<file path="src/rtl/piq_pkg.sv">
// shared types and constants for the positional insert queue
package piq_pkg;

   localparam int DEPTH           = 16;
   localparam int LETTER_W        = 8;
   localparam int POS_W           = 5;
   localparam int COUNT_W         = 5;
   localparam int CAP_W           = 5;
   localparam int TDATA_W         = 16;
   localparam int CNT_W           = $clog2(DEPTH + 1);
   localparam int IDX_W           = (DEPTH > 1) ? $clog2(DEPTH) : 1;
   localparam int CMP_W           = (CNT_W > POS_W) ? CNT_W : POS_W;
   localparam int CMD_QUEUE_DEPTH = 4;
   localparam int QPTR_W          = $clog2(CMD_QUEUE_DEPTH);
   localparam int QCNT_W          = $clog2(CMD_QUEUE_DEPTH + 1);

   localparam logic [CAP_W-1:0] CAP_RESET = CAP_W'(16);

   localparam logic KIND_INSERT = 1'b0;
   localparam logic KIND_DELETE = 1'b1;

   typedef struct packed {
      logic                is_delete;
      logic [LETTER_W-1:0] letter;
      logic [POS_W-1:0]    position;
   } cmd_type;

endpackage

</file>
<file path="src/rtl/piq_front.sv">
// front end: takes request transactions, decodes them into queue commands
module piq_front
   import piq_pkg::*;
(
   input  logic               clock,
   input  logic               reset,
   input  logic               req_tvalid,
   output logic               req_tready,
   input  logic [TDATA_W-1:0] req_tdata,
   input  logic               req_tuser,
   output logic               cmd_valid,
   input  logic               cmd_ready,
   output cmd_type            cmd
);

   logic    hold_valid_ff, hold_valid_in;
   cmd_type hold_cmd_ff, hold_cmd_in;
   logic    take;

   assign req_tready = !hold_valid_ff || cmd_ready;
   assign take       = req_tvalid && req_tready;

   always_comb begin
      hold_cmd_in = hold_cmd_ff;
      if (take) begin
         hold_cmd_in.is_delete = (req_tuser == KIND_DELETE);
         hold_cmd_in.letter    = req_tdata[LETTER_W-1:0];
         // position zero lands at the front, same as position one
         if (req_tdata[LETTER_W +: POS_W] == '0) begin
            hold_cmd_in.position = POS_W'(1);
         end else begin
            hold_cmd_in.position = req_tdata[LETTER_W +: POS_W];
         end
      end
      if (take) begin
         hold_valid_in = 1'b1;
      end else if (cmd_ready) begin
         hold_valid_in = 1'b0;
      end else begin
         hold_valid_in = hold_valid_ff;
      end
   end

   always_ff @(posedge clock) begin
      if (reset) begin
         hold_valid_ff <= 1'b0;
      end else begin
         hold_valid_ff <= hold_valid_in;
      end
      hold_cmd_ff <= hold_cmd_in;
   end

   assign cmd_valid = hold_valid_ff;
   assign cmd       = hold_cmd_ff;

endmodule

</file>
<file path="src/rtl/piq_cmd_fifo.sv">
// short command queue between the front end and the execution back end
module piq_cmd_fifo
   import piq_pkg::*;
(
   input  logic    clock,
   input  logic    reset,
   input  logic    in_valid,
   output logic    in_ready,
   input  cmd_type in_cmd,
   output logic    out_valid,
   input  logic    out_ready,
   output cmd_type out_cmd
);

   cmd_type            slots_ff [CMD_QUEUE_DEPTH];
   logic [QPTR_W-1:0]  wr_ptr_ff, wr_ptr_in;
   logic [QPTR_W-1:0]  rd_ptr_ff, rd_ptr_in;
   logic [QCNT_W-1:0]  count_ff, count_in;
   logic               push, pop;

   assign in_ready  = (count_ff != QCNT_W'(CMD_QUEUE_DEPTH));
   assign out_valid = (count_ff != '0);
   assign out_cmd   = slots_ff[rd_ptr_ff];
   assign push      = in_valid && in_ready;
   assign pop       = out_valid && out_ready;

   always_comb begin
      wr_ptr_in = wr_ptr_ff;
      rd_ptr_in = rd_ptr_ff;
      count_in  = count_ff;
      if (push) begin
         wr_ptr_in = (wr_ptr_ff == QPTR_W'(CMD_QUEUE_DEPTH - 1)) ? '0 : wr_ptr_ff + 1'b1;
      end
      if (pop) begin
         rd_ptr_in = (rd_ptr_ff == QPTR_W'(CMD_QUEUE_DEPTH - 1)) ? '0 : rd_ptr_ff + 1'b1;
      end
      if (push && !pop) begin
         count_in = count_ff + 1'b1;
      end else if (pop && !push) begin
         count_in = count_ff - 1'b1;
      end
   end

   always_ff @(posedge clock) begin
      if (reset) begin
         wr_ptr_ff <= '0;
         rd_ptr_ff <= '0;
         count_ff  <= '0;
      end else begin
         wr_ptr_ff <= wr_ptr_in;
         rd_ptr_ff <= rd_ptr_in;
         count_ff  <= count_in;
      end
      if (push) begin
         slots_ff[wr_ptr_ff] <= in_cmd;
      end
   end

endmodule

</file>
<file path="src/rtl/piq_back.sv">
// back end: holds the entries, applies inserts and deletes, streams the queue out
module piq_back
   import piq_pkg::*;
(
   input  logic               clock,
   input  logic               reset,
   input  logic               csr_wr_en,
   input  logic [CAP_W-1:0]   csr_wr_data,
   input  logic               cmd_valid,
   output logic               cmd_ready,
   input  cmd_type            cmd,
   output logic               rsp_tvalid,
   input  logic               rsp_tready,
   output logic [TDATA_W-1:0] rsp_tdata,
   output logic               rsp_tlast,
   output logic               rsp_tuser
);

   localparam logic ST_IDLE   = 1'b0;
   localparam logic ST_STREAM = 1'b1;

   logic                state_ff, state_in;
   logic [LETTER_W-1:0] entries_ff [DEPTH];
   logic [LETTER_W-1:0] entries_in [DEPTH];
   logic [CNT_W-1:0]    fill_ff, fill_in;
   logic [IDX_W-1:0]    idx_ff, idx_in;
   logic [CAP_W-1:0]    cap_ff;

   logic                out_valid_ff, out_valid_in;
   logic [LETTER_W-1:0] out_value_ff, out_value_in;
   logic                out_last_ff, out_last_in;
   logic                out_rej_ff, out_rej_in;
   logic [COUNT_W-1:0]  out_count_ff, out_count_in;

   logic                out_free, pop, full, at_last;
   logic [CMP_W-1:0]    fill_ext, slot;

   assign out_free  = !out_valid_ff || rsp_tready;
   assign fill_ext  = CMP_W'(fill_ff);
   assign full      = (fill_ext >= CMP_W'(cap_ff)) || (fill_ext >= CMP_W'(DEPTH));
   assign cmd_ready = (state_ff == ST_IDLE) && (cmd.is_delete || out_free);
   assign pop       = cmd_valid && cmd_ready;
   // position is already at least one here
   assign slot      = (fill_ext < CMP_W'(cmd.position)) ? fill_ext
                                                        : CMP_W'(cmd.position) - 1'b1;
   assign at_last   = ((CNT_W'(idx_ff) + CNT_W'(1)) == fill_ff);

   always_comb begin
      state_in     = state_ff;
      fill_in      = fill_ff;
      idx_in       = idx_ff;
      out_value_in = out_value_ff;
      out_last_in  = out_last_ff;
      out_rej_in   = out_rej_ff;
      out_count_in = out_count_ff;
      out_valid_in = out_valid_ff && !rsp_tready;
      for (int i = 0; i < DEPTH; i++) begin
         entries_in[i] = entries_ff[i];
      end

      case (state_ff)
         ST_IDLE: begin
            if (pop) begin
               if (cmd.is_delete) begin
                  if (fill_ff != '0) begin
                     for (int i = 0; i < DEPTH - 1; i++) begin
                        entries_in[i] = entries_ff[i + 1];
                     end
                     fill_in = fill_ff - 1'b1;
                  end
               end else if (full) begin
                  out_valid_in = 1'b1;
                  out_value_in = '0;
                  out_last_in  = 1'b1;
                  out_rej_in   = 1'b1;
                  out_count_in = COUNT_W'(fill_ff);
               end else begin
                  // open a gap at the slot and drop the letter in
                  for (int i = 1; i < DEPTH; i++) begin
                     if (CMP_W'(i) > slot) begin
                        entries_in[i] = entries_ff[i - 1];
                     end
                  end
                  for (int i = 0; i < DEPTH; i++) begin
                     if (CMP_W'(i) == slot) begin
                        entries_in[i] = cmd.letter;
                     end
                  end
                  fill_in  = fill_ff + 1'b1;
                  idx_in   = '0;
                  state_in = ST_STREAM;
               end
            end
         end
         ST_STREAM: begin
            if (out_free) begin
               out_valid_in = 1'b1;
               out_value_in = entries_ff[idx_ff];
               out_last_in  = at_last;
               out_rej_in   = 1'b0;
               out_count_in = COUNT_W'(fill_ff);
               if (at_last) begin
                  idx_in   = '0;
                  state_in = ST_IDLE;
               end else begin
                  idx_in = idx_ff + 1'b1;
               end
            end
         end
         default: begin
            state_in = ST_IDLE;
         end
      endcase
   end

   always_ff @(posedge clock) begin
      if (reset) begin
         state_ff     <= ST_IDLE;
         fill_ff      <= '0;
         idx_ff       <= '0;
         cap_ff       <= CAP_RESET;
         out_valid_ff <= 1'b0;
      end else begin
         state_ff     <= state_in;
         fill_ff      <= fill_in;
         idx_ff       <= idx_in;
         out_valid_ff <= out_valid_in;
         if (csr_wr_en) begin
            cap_ff <= csr_wr_data;
         end
      end
      for (int i = 0; i < DEPTH; i++) begin
         entries_ff[i] <= entries_in[i];
      end
      out_value_ff <= out_value_in;
      out_last_ff  <= out_last_in;
      out_rej_ff   <= out_rej_in;
      out_count_ff <= out_count_in;
   end

   assign rsp_tvalid = out_valid_ff;
   assign rsp_tdata  = TDATA_W'({out_count_ff, out_value_ff});
   assign rsp_tlast  = out_last_ff;
   assign rsp_tuser  = out_rej_ff;

endmodule

</file>
<file path="src/rtl/positional_insert_queue.sv">
// top level of the positional insert queue
//
// Holds up to DEPTH byte letters in order. Request channel (req_): tuser says
// insert (0) or delete-front (1); tdata carries the letter and a 1-based
// insert position. Position zero means the front; a position past the count
// appends at the tail.
// An insert is refused when the count has reached csr capacity or DEPTH: one
// response with tuser set, data zero and the unchanged count. An accepted
// insert answers with every held entry front to back, one per cycle while
// rsp_tready is high, tlast on the final one, each carrying the new count.
// A delete gives no response. Requests pass an input register and a
// four-entry command queue, so the request side keeps taking transactions
// while responses drain. With nothing ahead, an insert passes the input
// register, command queue, entry update and response register; a refused one
// skips the entry update. An insert holds the execution unit (single response
// register) until its last entry is registered, others only while taken.
// Reset empties the queue and sets capacity to 16. csr_wr_en writes capacity;
// write it only while no work is in flight. When rsp_tready is low the
// response register holds and streaming pauses; the queue backs up upstream.
module positional_insert_queue
   import piq_pkg::*;
(
   input  logic               clock,
   input  logic               reset,
   input  logic               csr_wr_en,
   input  logic [CAP_W-1:0]   csr_wr_data,   // capacity
   input  logic               req_tvalid,
   output logic               req_tready,
   input  logic [TDATA_W-1:0] req_tdata,     // [7:0] letter, [12:8] position, [15:13] zero
   input  logic               req_tuser,     // [0] kind
   output logic               rsp_tvalid,
   input  logic               rsp_tready,
   output logic [TDATA_W-1:0] rsp_tdata,     // [7:0] entry_value, [12:8] entry_count, [15:13] zero
   output logic               rsp_tlast,
   output logic               rsp_tuser      // [0] rejected
);

   logic    front_valid, front_ready;
   cmd_type front_cmd;
   logic    back_valid, back_ready;
   cmd_type back_cmd;

   piq_front u_front (
      .clock      (clock),
      .reset      (reset),
      .req_tvalid (req_tvalid),
      .req_tready (req_tready),
      .req_tdata  (req_tdata),
      .req_tuser  (req_tuser),
      .cmd_valid  (front_valid),
      .cmd_ready  (front_ready),
      .cmd        (front_cmd)
   );

   piq_cmd_fifo u_fifo (
      .clock     (clock),
      .reset     (reset),
      .in_valid  (front_valid),
      .in_ready  (front_ready),
      .in_cmd    (front_cmd),
      .out_valid (back_valid),
      .out_ready (back_ready),
      .out_cmd   (back_cmd)
   );

   piq_back u_back (
      .clock       (clock),
      .reset       (reset),
      .csr_wr_en   (csr_wr_en),
      .csr_wr_data (csr_wr_data),
      .cmd_valid   (back_valid),
      .cmd_ready   (back_ready),
      .cmd         (back_cmd),
      .rsp_tvalid  (rsp_tvalid),
      .rsp_tready  (rsp_tready),
      .rsp_tdata   (rsp_tdata),
      .rsp_tlast   (rsp_tlast),
      .rsp_tuser   (rsp_tuser)
   );

endmodule

</file>
<file path="config.mk">
export PLATFORM = sky130hd
export DESIGN_NAME = positional_insert_queue
export DESIGN_NICKNAME = d
export VERILOG_FILES = /design/src/rtl/piq_pkg.sv /design/src/rtl/piq_front.sv /design/src/rtl/piq_cmd_fifo.sv /design/src/rtl/piq_back.sv /design/src/rtl/positional_insert_queue.sv
export SDC_FILE = /design/constraint.sdc
export NUM_CORES = 1
export LEC_CHECK = 0
export ABC_AREA = 1
export BUFFER_PORTS_ARGS = -buffer_cell sky130_fd_sc_hd__buf_2
export CAP_MARGIN = 20
export CORE_MARGIN = 2
export CORE_UTILIZATION = 65
export DETAILED_ROUTE_END_ITERATION = 6
export PLACE_DENSITY = 0.83
export SLEW_MARGIN = 10
export SYNTH_ARGS = -nofsm -noshare
export SYNTH_HDL_FRONTEND = slang
export SYNTH_HIERARCHICAL = 1
export SYNTH_SLANG_ARGS = --single-unit
</file>
<file path="constraint.sdc">
create_clock -name clock -period 7.8 [get_ports clock]
set_input_delay 0.39 -clock clock [delete_from_list [all_inputs] [get_ports clock]]
set_output_delay 0.39 -clock clock [all_outputs]
set_load 0.01 [all_outputs]
</file>
# Word-level counts from Yosys, hierarchy flattened
# Memory sizes are Yosys's and may differ from the RTL's. A register that Yosys moved wholly into a read port is not among the register bits.
# Index checks and enable logic that the tools add are counted.
# classes
add_sub_neg,9
magnitude_cmp,18
eq_ne,26
muxes,87
bitwise_logic,1
reduce_logical,25
# op_table
cell,n
2-to-1 mux 128 bit,3
2-to-1 mux 8 bit,36
2-to-1 mux 120 bit,2
"== test 4 x 5 -> 1 bit, first input constant",8
"> comparator 4 x 5 -> 1 bit, first input constant",8
2-to-1 mux 5 bit,8
2-to-1 mux 4 bit,7
"== test 3 x 5 -> 1 bit, first input constant",4
"> comparator 3 x 5 -> 1 bit, first input constant",4
2-to-1 mux 1 bit,18
case mux 8 bit (2 select lines),1
AND reduction 4 bit,3
"== test 2 x 5 -> 1 bit, first input constant",2
"> comparator 2 x 5 -> 1 bit, first input constant",2
zero test 5 bit,2
"!= test 2 bit, second input constant",5
case mux 5 bit (2 select lines),1
"subtractor 5 x 1 -> 5 bit, second input constant",2
2-to-1 mux 2 bit,4
case mux 1 bit (2 select lines),4
case mux 4 bit (2 select lines),1
logical AND 1 bit,7
2-to-1 mux 3 bit,2
"adder 4 x 1 -> 5 bit, second input constant",1
20 further kinds,31
# word_totals
reg_bits,53
mem_bits_rw,184
inputBits,27
output_inout_bits,20
mem_count,2
# mem_list
memory,depth,width,read_ports,rd_ports_with_merged_regs,write_ports,line,text
u_back.entries_ff,16,8,17,1,16,piq_back.sv:23,logic [LETTER_W-1:0] entries_ff [DEPTH];
u_fifo.slots_ff,4,14,1,1,1,piq_cmd_fifo.sv:15,cmd_type slots_ff [CMD_QUEUE_DEPTH];

# Longest topological paths before layout
# Gate-level depths: netlist (run 1).
# depth
depth_word,9
mapped_depth,20
ltp_nobuf,18

# Cells and area by module
# Netlist (run 1), hierarchy kept.
# modules_own_cells
module,n_inst,cells_per_inst,area_per_inst_um2,seq_area_each_um2
piq_back,1,1404,10462.5,4694.5
piq_cmd_fifo,1,204,2596.2,1861.8
piq_front,1,29,501.7,440.4

# Worst setup path before layout (run 1)
# OpenSTA, ideal clock, no wires.
# synth_path
path_type,register to register
start,register with a tool-made name
end,memory u_back.entries_ff[0][0] (enable)
setup_time_ns,0.383
arrival_time_ns,2.938
t_required_ns,7.417
setup_slack_ns,4.479
path_stages_with_launch,17
path_buffers,4
synth_period_minus_slack_ns,3.321
cell_sequence,dfxtp_1 > buf_6 > buf_12 > o21ai_1 > o22ai_1 > inv_1 > ha_1 > nand2_1 > nor2_2 > nand2_4 > nand3_4 > nand2_1 > nand2_2 > buf_4 > buf_2 > nor2_1 > nor3_1
# synth_lines
element,line
to (decl),piq_back.sv:23

==> results of run 1 <==
state kept, by name (all words and copies together) (netlist names), named ones only:
name                 count
u_back/rsp_tuser         1
u_fifo/rd_ptr_ff         2
u_back/entries_ff      128
u_fifo/slots_ff         56
u_front/cmd             14
u_back/cap_ff            5
u_back/idx_ff            4
u_back/rsp_tvalid        1
u_back/out_value_ff      8
u_back/out_count_ff      5
u_back/fill_ext          5
u_back/rsp_tlast         1
u_front/cmd_valid        1
u_fifo/wr_ptr_ff         2
u_back/state_ff          1
u_fifo/count_ff          3
area by class of cell:
cell class | instances | area (µm²)
clock inverter | 12 | 168
multi-input combinational | 1122 | 5470
clock buffer | 36 | 761
tap | 270 | 338
fill | 1511 | 5630
sequential | 243 | 7000
inverter | 184 | 693
timing repair buffer | 55 | 313
layout by cell type, fill, tap and decap left out, types with 4 or more instances in the layout:
cell type,Yosys,final
sky130_fd_sc_hd__clkinvlp_4,0,4
sky130_fd_sc_hd__clkbuf_8,0,5
sky130_fd_sc_hd__nand3_1,238,238
sky130_fd_sc_hd__edfxtp_1,213,213
sky130_fd_sc_hd__nand4_1,15,15
sky130_fd_sc_hd__o21ai_0,114,114
sky130_fd_sc_hd__dfxtp_1,30,29
sky130_fd_sc_hd__buf_2,9,41
sky130_fd_sc_hd__o21ai_1,14,14
sky130_fd_sc_hd__nand2_1,446,446
sky130_fd_sc_hd__inv_1,175,175
sky130_fd_sc_hd__xor2_1,6,6
sky130_fd_sc_hd__xnor2_1,4,4
sky130_fd_sc_hd__nor3_1,5,5
sky130_fd_sc_hd__ha_1,20,20
sky130_fd_sc_hd__o22ai_1,22,21
sky130_fd_sc_hd__nand2_4,6,6
sky130_fd_sc_hd__nor2_4,8,9
sky130_fd_sc_hd__nor2_1,80,79
sky130_fd_sc_hd__inv_2,7,7
sky130_fd_sc_hd__nand3_2,8,8
sky130_fd_sc_hd__a21oi_1,90,90
sky130_fd_sc_hd__o211ai_1,8,8
sky130_fd_sc_hd__nand2_2,16,16
sky130_fd_sc_hd__clkbuf_16,0,27
sky130_fd_sc_hd__buf_4,10,13
sky130_fd_sc_hd__nor2_2,9,9
per-stage QoR:
| step | hold slack (ns) | area (µm²) | total power [mW] |
|---|---|---|---|
| floorplan | 0.435 | 13600 | 5.15 |
| global placement | 0.455 | 13800 | 5.95 |
| detailed placement | 0.461 | 13800 | 6.09 |
| CTS | 0.00214 | 14700 | 7.43 |
| global route | 0.00969 | 14700 | 7.98 |
| finish | 0.0240 | 14700 | 7.54 |
power breakdown:
group	internal [mW]	switching, mW	total [mW]
clock network	0.788	0.525	1.31
registers	2.25	0.338	2.59
logic	0.944	2.69	3.64
cells by family (layout without fill, tap and decap cells):
logic type                 Yosys count  in the layout  synth area share (%)
other                                1              3                0.0277
adders and majority gates           22             22                  2.14
buffers and inverters              274            287                  8.31
DFF                                243            243                  51.6
AOI/OAI and AO/OA                  252            252                  9.78
xor gates and xnor gates            10             10                 0.646
and+or+nand+nor                    835            835                  27.5
timing repair:
action | 4_1_cts | 5_1_grt
endpoints found under the hold margin | 1 | 0
setup endpoints to repair | 0 | 0
hold buffers | 1 | 0
worst max-delay path by stage:
stage              start                  endpoint  slack (ns)  depth (start not counted)
2_1_floorplan  flip-flop   u_back/entries_ff[0][0]        4.48                         16
3_3_place_gp   flip-flop   u_back/entries_ff[7][7]        2.52                         16
3_5_place_dp   flip-flop  u_back/entries_ff[10][0]        2.37                         14
4_1_cts        flip-flop  u_back/entries_ff[11][2]        2.34                         17
5_1_grt        flip-flop   u_back/entries_ff[5][6]        1.79                         16
6_report       flip-flop   u_back/entries_ff[5][6]        2.06                         16
metal layers:
| metal | up-vias | GRT usage [%] |
|---|---|---|
| met5 | - | 0 |
| met1 | 5489 | 44.6 |
| met3 | 128 | 5.98 |
| met4 | 0 | 15.3 |
| met2 | 806 | 51.0 |
| li1 | 5481 | - |
==> summary.md, run 1 <==
### Status
- **result of the run** complete, but fails checks
- **violations in the final reports** design-rule violations

### Place
- **total placed cells including tap cells** 1,872
- **final RePlAce weighted congestion** 0.917
- **worst-case setup slack after placement** 2.37 ns
- **number of input and output port buffers inserted** 40
- **HPWL Detailed** 22,900 µm

### Cells and area
- **number of antenna repair diodes** 0
- **post-route insts no fill** 1,922
- **layout cells sized above 1** 9.75%
- **Final Core Density** 72.4%
- **signed area change from the synthesized netlist to the final layout** 8.66%
- **net total in the final layout** 1,681

### Route
- **First-pass DRT Iterations** 7
- **met2 wire len** 16,500 µm
- **sum of met3 wire segment lengths after detailed routing** 4300 µm
- **1st-iter DRT viols** 1,956
- **number of design rule violations left after detail routing** 4
- **highest routed layer** met4
- **routed length on met1** 13,900 µm
- **routed len/inst** 18.8 µm
- **ANT nets after route** 0
- **via count** 11,904
- **final WL** 36,100 µm
- **number of vias per cell** 6.19

### Power and ir drop
- **cell area power density** 512 nW/µm²
- **leakage power** 6.38 nW
- **Peak supply drop** 295 µV

### STA
- **Hold Violations, Final** 0
- **clock period minus final worst setup slack** 5.74 ns
- **Worst Skew** 0.0164 ns
- **worst slew pin tran** 1.14 ns
- **setup repair after global routing missed its margin** no
- **number of pins exceeding their max-slew limit in the final report** 0
- **Final setup violation count** 0
- **Max-Slew Margin vs Limit** 23.9%
- **final worst-path setup slack** 2.06 ns
- **Final TNS setup** 0 ns
- **share of the clock period used by the worst path** 73.6%
- **Achievable Freq** 174 MHz

### Setup path
- **worst path bufs/invs** 4
- **largest fanout on the critical path** 47
- **CP Data Required Time** 8.21 ns
- **CP max stage delay** 1.09 ns
- **FF-to-FF path depth** 16
- **kind of end point of the critical path** flip-flop
- **cell family with most CP delay** simple AND/OR/NAND/NOR gates
- **cell-by-cell listing of the critical path** inv_2 > o21ai_0 > o22ai_1 > inv_1 > ha_1 > nand2_1 > inv_1 > nand2_2 > nand3_4 > nand2_1 > nand2_2 > inv_2 > nand3_1 > nand2_1 > nand3_1 > nand2_1
- **Worst R2R Setup Slack** 2.06 ns
- **Worst setup SP type** flip-flop
- **worst reg2reg endpoint** u_back/entries_ff[5][6]
- **arrival time worst endpoint** 6.15 ns
- **most frequent cell on the critical path** sky130_fd_sc_hd__nand2_1
- **slowest library cell on the worst path** sky130_fd_sc_hd__inv_2
- **type of the setup path with the least slack** flip-flop to flip-flop

### Yosys
- **count of flip-flops with a built-in enable after synthesis** 213
- **Yosys cell types** 38
- **Ys Warns** 6
- **most area-hungry cell type in the Yosys netlist** sky130_fd_sc_hd__edfxtp_1
- **sequential cell area fraction in the yosys report** 51.6%
- **Commonest cells post-synth** 446 x sky130_fd_sc_hd__nand2_1, 238 x sky130_fd_sc_hd__nand3_1, 213 x sky130_fd_sc_hd__edfxtp_1
- **number of synthesized register bits** 243
- **Mapped Avg Cell Area** 8.28 µm²
- **most common cell in the synthesized netlist** sky130_fd_sc_hd__nand2_1
- **Syn Inst Count** 1,637
- **share of the synthesized area in the top cell type** 47.2%
- **area of the mapped netlist** 13,600 µm²
- **async set-reset flop share out of synthesis** 0%
- **most used flip-flop cell after synthesis** sky130_fd_sc_hd__edfxtp_1
- **Area contributors post-synth** sky130_fd_sc_hd__edfxtp_1 47%, sky130_fd_sc_hd__nand2_1 12%, sky130_fd_sc_hd__nand3_1 8.8%, sky130_fd_sc_hd__inv_1 4.8%, sky130_fd_sc_hd__dfxtp_1 4.4%

### Floorplan
- **effective utilization at floorplan** 66.6%
- **Std-Cell Core Area** 20,400 µm²
- **Die Y-Extent** 148 µm
- **number of rows created at floorplan** 52
- **horizontal extent of the die** 148 µm
- **Die Outline Area** 22,000 µm²
- **Top Ports** 47

### CTS
- **clock buffer depth** 3
- **number of H-tree branching levels** 1
- **post-CTS setup-driven buffer insertion count** 0
- **Clock Tree Root** sky130_fd_sc_hd__clkbuf_16
- **CTS sink cnt** 243
- **TritonCTS clock tree** yes
- **cts repair resizes** 0
- **Inserted Clock Buffers** 26
- **post-CTS clock slew at the launch and capture registers of the worst setup and hold paths** 0.06 ns
- **clock insertion delay at the later pin of the skew report** 0.54 ns

### Hold path
- **Hold Crit Depth** 1
- **Worst Hold Path EP** u_front/cmd[5]
- **class of the most critical hold timing path** input pin to flip-flop
- **hold path startpoint** req_tdata[0]

### Global route
- **largest net degree at the start of global routing** 90
- **leftover overflow at the end of global routing** 0
- **total global routing track utilization** 32.6%
- **vias in the first global route** 11,312
- **wire length of the first global-routing pass** 57,000 µm
- **antenna violations before repair** 1

### Flow run
- **reported max-cap violation count** 0

No activity file was read; power rests on OpenSTA's default activity.
==> run 2: changes to the inputs <==
--- a/config.mk
+++ b/config.mk
@@ -9,9 +9,9 @@
 export BUFFER_PORTS_ARGS = -buffer_cell sky130_fd_sc_hd__buf_2
 export CAP_MARGIN = 20
 export CORE_MARGIN = 2
-export CORE_UTILIZATION = 65
+export CORE_UTILIZATION = 63
 export DETAILED_ROUTE_END_ITERATION = 6
-export PLACE_DENSITY = 0.83
+export PLACE_DENSITY = 0.81
 export SLEW_MARGIN = 10
 export SYNTH_ARGS = -nofsm -noshare
 export SYNTH_HDL_FRONTEND = slang
==> constraint.sdc (replaced) <==
create_clock -name clock -period 5.39 [get_ports clock]
set_input_delay 0.2695 -clock clock [delete_from_list [all_inputs] [get_ports clock]]
set_output_delay 0.2695 -clock clock [all_outputs]
set_load 0.01 [all_outputs]
==> summary.md, run 2 (same netlist as run 1, synthesis figures left out) <==
### Floorplan
- **Top Ports** 47, unchanged
- **Std-Cell Core Area** 21,100 µm², +3.6%
- **horizontal extent of the die** 151 µm, +1.5%
- **number of rows created at floorplan** 53, +1.9%
- **Die Y-Extent** 151 µm, +1.5%
- **effective utilization at floorplan** 64.3%, -2.3 points
- **Die Outline Area** 22,700 µm², +3.1%

### CTS
- **clock insertion delay at the later pin of the skew report** 0.56 ns, +0.02 ns
- **number of H-tree branching levels** 1, unchanged
- **post-CTS clock slew at the launch and capture registers of the worst setup and hold paths** 0.06 ns, about the same
- **Inserted Clock Buffers** 26, unchanged
- **Clock Tree Root** sky130_fd_sc_hd__clkbuf_16
- **post-CTS setup-driven buffer insertion count** 0, unchanged
- **clock buffer depth** 3, unchanged
- **CTS sink cnt** 243, unchanged
- **TritonCTS clock tree** yes

### Route
- **routed len/inst** 19.0 µm, +1.2%
- **ANT nets after route** 0, unchanged
- **via count** 11,866, -0.32%
- **final WL** 37,000 µm, +2.6%
- **number of vias per cell** 6.09, -1.7%
- **number of design rule violations left after detail routing** 1, -3
- **1st-iter DRT viols** 1,768, -9.6%
- **First-pass DRT Iterations** 7, unchanged

### Setup path
- **type of the setup path with the least slack** flip-flop to flip-flop
- **Worst R2R Setup Slack** 0.98 ns, -1.08 ns
- **arrival time worst endpoint** 4.57 ns, -1.58 ns
- **largest fanout on the critical path** 15, -68%
- **FF-to-FF path depth** 15, -1
- **worst reg2reg endpoint** u_back/entries_ff[14][5]
- **Worst setup SP type** flip-flop
- **kind of end point of the critical path** flip-flop
- **CP Data Required Time** 5.55 ns, -2.66 ns

### Global route
- **wire length of the first global-routing pass** 57,900 µm, +1.6%
- **vias in the first global route** 11,225, -0.77%
- **antenna violations before repair** 0, -1
- **largest net degree at the start of global routing** 83, -7.8%
- **total global routing track utilization** 32.7%, +0.11 points
- **leftover overflow at the end of global routing** 0, unchanged

### STA
- **Max-Slew Margin vs Limit** 25.3%, +1.4 points
- **worst slew pin tran** 1.12 ns, -0.0164 ns
- **number of pins exceeding their max-slew limit in the final report** 0, unchanged
- **Worst Skew** 0.0247 ns, +0.00830 ns
- **Final TNS setup** 0 ns, unchanged
- **clock period minus final worst setup slack** 4.41 ns, -1.33 ns
- **Achievable Freq** 227 MHz, +30%
- **final worst-path setup slack** 0.978 ns, -1.08 ns
- **Hold Violations, Final** 0, unchanged
- **Final setup violation count** 0, unchanged
- **post-route worst hold slack** 0.00445 ns, -0.0195 ns
- **share of the clock period used by the worst path** 81.9%, +8.2 points
- **setup repair after global routing missed its margin** no

### Cells and area
- **commonest cells after routing, fill and taps aside** 446 x sky130_fd_sc_hd__nand2_1, 238 x sky130_fd_sc_hd__nand3_1, 213 x sky130_fd_sc_hd__edfxtp_1
- **number of antenna repair diodes** 0, unchanged
- **signed area change from the synthesized netlist to the final layout** 9.40%
- **net total in the final layout** 1,705, +1.4%
- **most common library cell in the layout ignoring fill and taps** sky130_fd_sc_hd__nand2_1
- **register with the most flip-flops** u_back/entries_ff
- **layout cells sized above 1** 9.38%, -0.37 points
- **max FFs per register** 128, unchanged

### Power and ir drop
- **Peak supply drop** 444 µV, +51%
- **cell area power density** 730 nW/µm², +43%
- **leakage power** 6.42 nW, +0.64%

### Hold path
- **Hold Crit Depth** 3, +2
- **class of the most critical hold timing path** input pin to flip-flop
- **hold path startpoint** csr_wr_data[1]
- **Worst Hold Path EP** u_back/cap_ff[1]

### Flow run
- **reported max-cap violation count** 0, unchanged

### Status
- **result of the run** complete, but fails checks
- **violations in the final reports** design-rule violations

### Place
- **HPWL Detailed** 23,400 µm, +1.9%
- **worst-case setup slack after placement** 1.12 ns, -1.24 ns
- **number of input and output port buffers inserted** 40, unchanged
- **final RePlAce weighted congestion** 0.913, -0.49%

==> run 2: changes by cell type in the layout (fill, tap and decap cells not counted), sizes merged <==
cell / delta
inv: -2
clkbuf: -3
clkinvlp: -2
bufinv: -2
buf: +7
clkinv: +7
dlygate4sd3: +17
==> run 2: how the worst max path moves through the flow <==
stage / to / slack (ns) / depth (start not counted)
6_report: u_back/entries_ff[14][5] / 0.98 / 15
5_1_grt: u_back/entries_ff[14][2] / 0.74 / 15
4_1_cts: u_back/entries_ff[8][3] / 1.11 / 14
3_5_place_dp: u_back/entries_ff[8][4] / 1.12 / 14
3_3_place_gp: u_back/entries_ff[8][3] / 1.16 / 14
2_1_floorplan: u_back/entries_ff[0][0] / 2.07 / 16
==> run 2: power by group <==
part           total [mW]  internal (mW)  leakage [nW]  switching, mW
clock                1.68          0.936         0.374          0.742
sequential           3.73           3.26          2.25          0.466
combinational        5.42           1.45          3.80           3.97
==> run 2: repair_timing <==
action,4_1_cts,5_1_grt
endpoints found under the hold margin,16,0
hold buffers,18,0
resized for setup,0,0
==> run 2: area by class of cell <==
type / instances / area [µm²]
flip-flops and latches: 243 / 7000
multi-input cells: 1122 / 5470
repair buffers: 79 / 551
clock inverters: 13 / 108
well taps: 275 / 344
clock buffers: 33 / 677
inverters: 184 / 693
fillers: 1605 / 6250
==> run 2: per-stage QoR <==
step | instances | util [%] | cell area, µm² | power (mW)
floorplan | 1639 | - | 13600 | 7.45
global placement | 1885 | 65.8 | 13900 | 8.77
detailed placement | 1885 | 65.8 | 13900 | 8.95
CTS | 1949 | 70.4 | 14800 | 10.7
global route | 1949 | 70.4 | 14800 | 11.5
finish | 1949 | 70.4 | 14800 | 10.8
==> run 2: per-layer routing <==
metal | GRT usage (%) | vias to the layer above | share of wire (%)
met2 | 53.9 | 791 | 46
li1 | - | 5514 | -
met3 | 6.27 | 144 | 12
met5 | 0 | - | 0
met1 | 42.6 | 5417 | 38
met4 | 13.7 | 0 | 4.1
==> run 2: critical path: stages, from the launching register on <==
cell and delay (ns):
sky130_fd_sc_hd__dfxtp_1 0.48, sky130_fd_sc_hd__inv_2 0.29, sky130_fd_sc_hd__o21ai_0 0.14, sky130_fd_sc_hd__o22ai_1 0.30, sky130_fd_sc_hd__inv_1 0.15, sky130_fd_sc_hd__ha_1 0.30, sky130_fd_sc_hd__nand2_1 0.07, sky130_fd_sc_hd__nor2_2 0.15
sky130_fd_sc_hd__nand2_4 0.11, sky130_fd_sc_hd__nand3_4 0.13, sky130_fd_sc_hd__nand2_1 0.08, sky130_fd_sc_hd__nand2_2 0.32, sky130_fd_sc_hd__nand3_2 0.32, sky130_fd_sc_hd__nor2_4 0.34, sky130_fd_sc_hd__nor2_1 0.09, sky130_fd_sc_hd__nor2_1 0.73
==> run 3: changes to the inputs <==
--- a/config.mk
+++ b/config.mk
@@ -5,7 +5,7 @@
 export SDC_FILE = /design/constraint.sdc
 export NUM_CORES = 1
 export LEC_CHECK = 0
-export ABC_AREA = 1
+export ABC_AREA = 0
 export BUFFER_PORTS_ARGS = -buffer_cell sky130_fd_sc_hd__buf_2
 export CAP_MARGIN = 20
 export CORE_MARGIN = 2
==> constraint.sdc (replaced) <==
create_clock -name clock -period 4.1 [get_ports clock]
set_input_delay 0.205 -clock clock [delete_from_list [all_inputs] [get_ports clock]]
set_output_delay 0.205 -clock clock [all_outputs]
set_load 0.01 [all_outputs]
==> summary.md, run 3 <==
### Status
- **result of the run** completed

### STA
- **worst slew pin tran** 1.08 ns, -0.0410 ns
- **Worst Skew** 0.0277 ns, +0.00295 ns
- **Max-Slew Margin vs Limit** 28.1%, +2.7 points
- **Final setup violation count** 0, unchanged
- **number of pins exceeding their max-slew limit in the final report** 0, unchanged
- **Achievable Freq** 259 MHz, +14%
- **Final TNS setup** 0 ns, unchanged
- **share of the clock period used by the worst path** 94.1%, +12 points
- **clock period minus final worst setup slack** 3.86 ns, -0.555 ns
- **Hold Violations, Final** 0, unchanged
- **setup repair after global routing missed its margin** no

### Floorplan
- **number of rows created at floorplan** 53, unchanged
- **effective utilization at floorplan** 63.8%, -0.48 points
- **Die Outline Area** 22,300 µm², -1.6%
- **Std-Cell Core Area** 20,900 µm², -0.94%
- **Top Ports** 47, unchanged
- **Die Y-Extent** 149 µm, -0.82%
- **horizontal extent of the die** 149 µm, -0.82%

### Setup path
- **Worst R2R Setup Slack** 0.24 ns, -0.74 ns
- **arrival time worst endpoint** 4.13 ns, -0.44 ns
- **slowest library cell on the worst path** sky130_fd_sc_hd__o41ai_4
- **Worst setup SP type** flip-flop
- **worst path bufs/invs** 3, +1
- **largest fanout on the critical path** 8, -7
- **FF-to-FF path depth** 9, -6
- **CP Data Required Time** 4.37 ns, -1.18 ns
- **cell family with most CP delay** compound AO/OA/AOI/OAI gates
- **kind of end point of the critical path** flip-flop
- **type of the setup path with the least slack** flip-flop to flip-flop
- **cell-by-cell listing of the critical path** buf_4 > mux4_2 > inv_1 > ha_1 > a21o_1 > a21o_1 > buf_4 > o41ai_4 > mux2_4
- **worst reg2reg endpoint** u_back/entries_ff[15][6]
- **CP max stage delay** 0.89 ns, +0.16 ns

### Cells and area
- **max FFs per register** 128, unchanged
- **most common library cell in the layout ignoring fill and taps** sky130_fd_sc_hd__edfxtp_1
- **area used by sequential logic in the layout** 7000 µm², unchanged
- **signed area change from the synthesized netlist to the final layout** 12.3%
- **area of combinational cells with multiple inputs** 5890 µm², +7.8%
- **register with the most flip-flops** u_back/entries_ff
- **number of antenna repair diodes** 0, unchanged
- **layout cells sized above 1** 19.9%, +11 points
- **Finished Cell Area** 15,000 µm², +0.89%
- **net total in the final layout** 1,148, -33%
- **Filler cells** 1,375, -14%
- **commonest cells after routing, fill and taps aside** 213 x sky130_fd_sc_hd__edfxtp_1, 156 x sky130_fd_sc_hd__nand2_1, 123 x sky130_fd_sc_hd__mux2i_1

### Yosys
- **share of the synthesized area in the top cell type** 48.0%, +0.81 points
- **Yosys cell types** 71, +87%
- **most used flip-flop cell after synthesis** sky130_fd_sc_hd__edfxtp_1
- **sequential cell area fraction in the yosys report** 52.5%, +0.89 points
- **Mapped Avg Cell Area** 12.6 µm², +52%
- **Commonest cells post-synth** 213 x sky130_fd_sc_hd__edfxtp_1, 156 x sky130_fd_sc_hd__nand2_1, 123 x sky130_fd_sc_hd__mux2i_1
- **async set-reset flop share out of synthesis** 0%, unchanged
- **most area-hungry cell type in the Yosys netlist** sky130_fd_sc_hd__edfxtp_1
- **Area contributors post-synth** sky130_fd_sc_hd__edfxtp_1 48%, sky130_fd_sc_hd__mux2i_1 9.2%, sky130_fd_sc_hd__mux4_2 9.1%, sky130_fd_sc_hd__o31ai_1 4.6%, sky130_fd_sc_hd__dfxtp_1 4.5%
- **count of flip-flops with a built-in enable after synthesis** 213, unchanged
- **number of synthesized register bits** 243, unchanged
- **Ys Warns** 6, unchanged
- **Syn Inst Count** 1,056, -35%
- **most common cell in the synthesized netlist** sky130_fd_sc_hd__edfxtp_1
- **area of the mapped netlist** 13,300 µm², -1.7%

### Hold path
- **hold path startpoint** csr_wr_en
- **class of the most critical hold timing path** input pin to flip-flop
- **Hold Crit Depth** 3, unchanged
- **Worst Hold Path EP** u_back/cap_ff[1]

### CTS
- **post-CTS setup-driven buffer insertion count** 0, unchanged
- **CTS sink cnt** 243, unchanged
- **clock buffer depth** 3, unchanged
- **number of H-tree branching levels** 1, unchanged
- **Inserted Clock Buffers** 26, unchanged
- **post-CTS clock slew at the launch and capture registers of the worst setup and hold paths** 0.06 ns, about the same
- **Clock Tree Root** sky130_fd_sc_hd__clkbuf_16
- **clock insertion delay at the later pin of the skew report** 0.54 ns, -0.02 ns
- **TritonCTS clock tree** yes

### Route
- **1st-iter DRT viols** 902, -49%
- **First-pass DRT Iterations** 5, -2
- **number of vias per cell** 6.42, +5.4%
- **final WL** 30,000 µm, -19%
- **ANT nets after route** 0, unchanged
- **routed len/inst** 21.5 µm, +13%
- **number of design rule violations left after detail routing** 0, -1
- **via count** 8,947, -25%

### Power and ir drop
- **Peak supply drop** 553 µV, +24%
- **cell area power density** 832 nW/µm², +14%
- **leakage power** 5.61 nW, -13%

### Place
- **HPWL Detailed** 19,800 µm, -15%
- **number of input and output port buffers inserted** 40, unchanged
- **instance area after placement** 13,800 µm², -0.30%
- **final RePlAce weighted congestion** 0.890, -2.5%

### Global route
- **vias in the first global route** 8,592, -23%
- **wire length of the first global-routing pass** 47,400 µm, -18%
- **leftover overflow at the end of global routing** 0, unchanged
- **antenna violations before repair** 0, unchanged
- **total global routing track utilization** 27.3%, -5.4 points
- **largest net degree at the start of global routing** 206, +150%

### Flow run
- **reported max-cap violation count** 0, unchanged

==> run 3: cell families (layout without fill, tap and decap cells) <==
| logic type | after synthesis | in the layout | synth area share (%) |
|---|---|---|---|
| DFF | 243 | 243 | 52.5 |
| adders and majority gates | 22 | 22 | 2.18 |
| other | 1 | 3 | 0.0281 |
| xor gates and xnor gates | 13 | 13 | 0.854 |
| and+or+nand+nor | 267 | 267 | 9.08 |
| buffers and inverters | 111 | 172 | 3.50 |
| muxes | 196 | 196 | 21.0 |
| AOI/OAI and AO/OA | 203 | 203 | 10.8 |
==> run 3: layout make-up <==
cell class                 instances  share of cell area, %
clock buffer                      33                   5.07
clock inverter                    15                   1.04
multi-input combinational        704                   39.4
tap                              275                   2.30
sequential                       243                   46.8
timing repair buffer             100                   4.88
inverter                          24                  0.602
==> run 3: timing repair <==
action | in CTS | in global routing
endpoints found under the setup margin | 0 | 8
hold buffers | 22 | 0
resized for setup | 0 | 1
hold endpoints to repair | 21 | 0
==> run 3: metal layers <==
layer | wire, µm | vias up | GRT usage [%] | part of all wire, %
met5 | 0 | - | 0 | 0
met4 | 629 | 0 | 6.95 | 2.1
met3 | 2060 | 56 | 3.75 | 6.9
met2 | 14600 | 355 | 45.0 | 49
met1 | 12700 | 4440 | 38.7 | 42
li1 | - | 4096 | - | -
==> run 3: worst reg2reg max path: stages, from the launching register on <==
cell and delay, ns:
sky130_fd_sc_hd__dfxtp_1 0.52, sky130_fd_sc_hd__buf_4 0.28, sky130_fd_sc_hd__mux4_2 0.56, sky130_fd_sc_hd__inv_1 0.08, sky130_fd_sc_hd__ha_1 0.23, sky130_fd_sc_hd__a21o_1 0.20, sky130_fd_sc_hd__a21o_1 0.25, sky130_fd_sc_hd__buf_4 0.23
sky130_fd_sc_hd__o41ai_4 0.89, sky130_fd_sc_hd__mux2_4 0.37
==> run 3: worst max-delay path by stage <==
| stage | start | end | slack [ns] | cells past startpoint |
|---|---|---|---|---|
| finish | flip-flop | u_back/entries_ff[15][6] | 0.24 | 9 |
| CTS | flip-flop | u_back/entries_ff[10][7] | 0.18 | 10 |
| global placement | flip-flop | u_back/entries_ff[15][1] | 0.26 | 9 |
| detailed placement | flip-flop | u_back/entries_ff[10][1] | 0.19 | 10 |
| floorplan | flip-flop | u_back/entries_ff[12][0] | 0.18 | 15 |
| global route | flip-flop | u_back/entries_ff[12][2] | 0.005 | 9 |
==> run 3: through the flow <==
step / total power, mW / setup WS [ns] / hold slack (ns) / instances / util, %
after floorplan: 8.34 / 0.180 / 0.274 / 1058 / -
after global placement: 9.66 / 0.260 / 0.383 / 1324 / 66.2
after detailed placement: 9.86 / 0.191 / 0.384 / 1324 / 66.2
after CTS: 12.4 / 0.181 / 0.0253 / 1394 / 71.6
after global routing: 13.1 / 0.00492 / 0.0668 / 1394 / 71.7
final: 12.5 / 0.243 / 0.0444 / 1394 / 71.7
==> run 3: power by group <==
group | total, mW | internal (mW) | switching [mW]
clock network | 2.47 | 1.50 | 0.975
registers | 4.84 | 4.13 | 0.707
logic | 5.14 | 2.07 | 3.07
total | 12.5 | 7.70 | 4.75
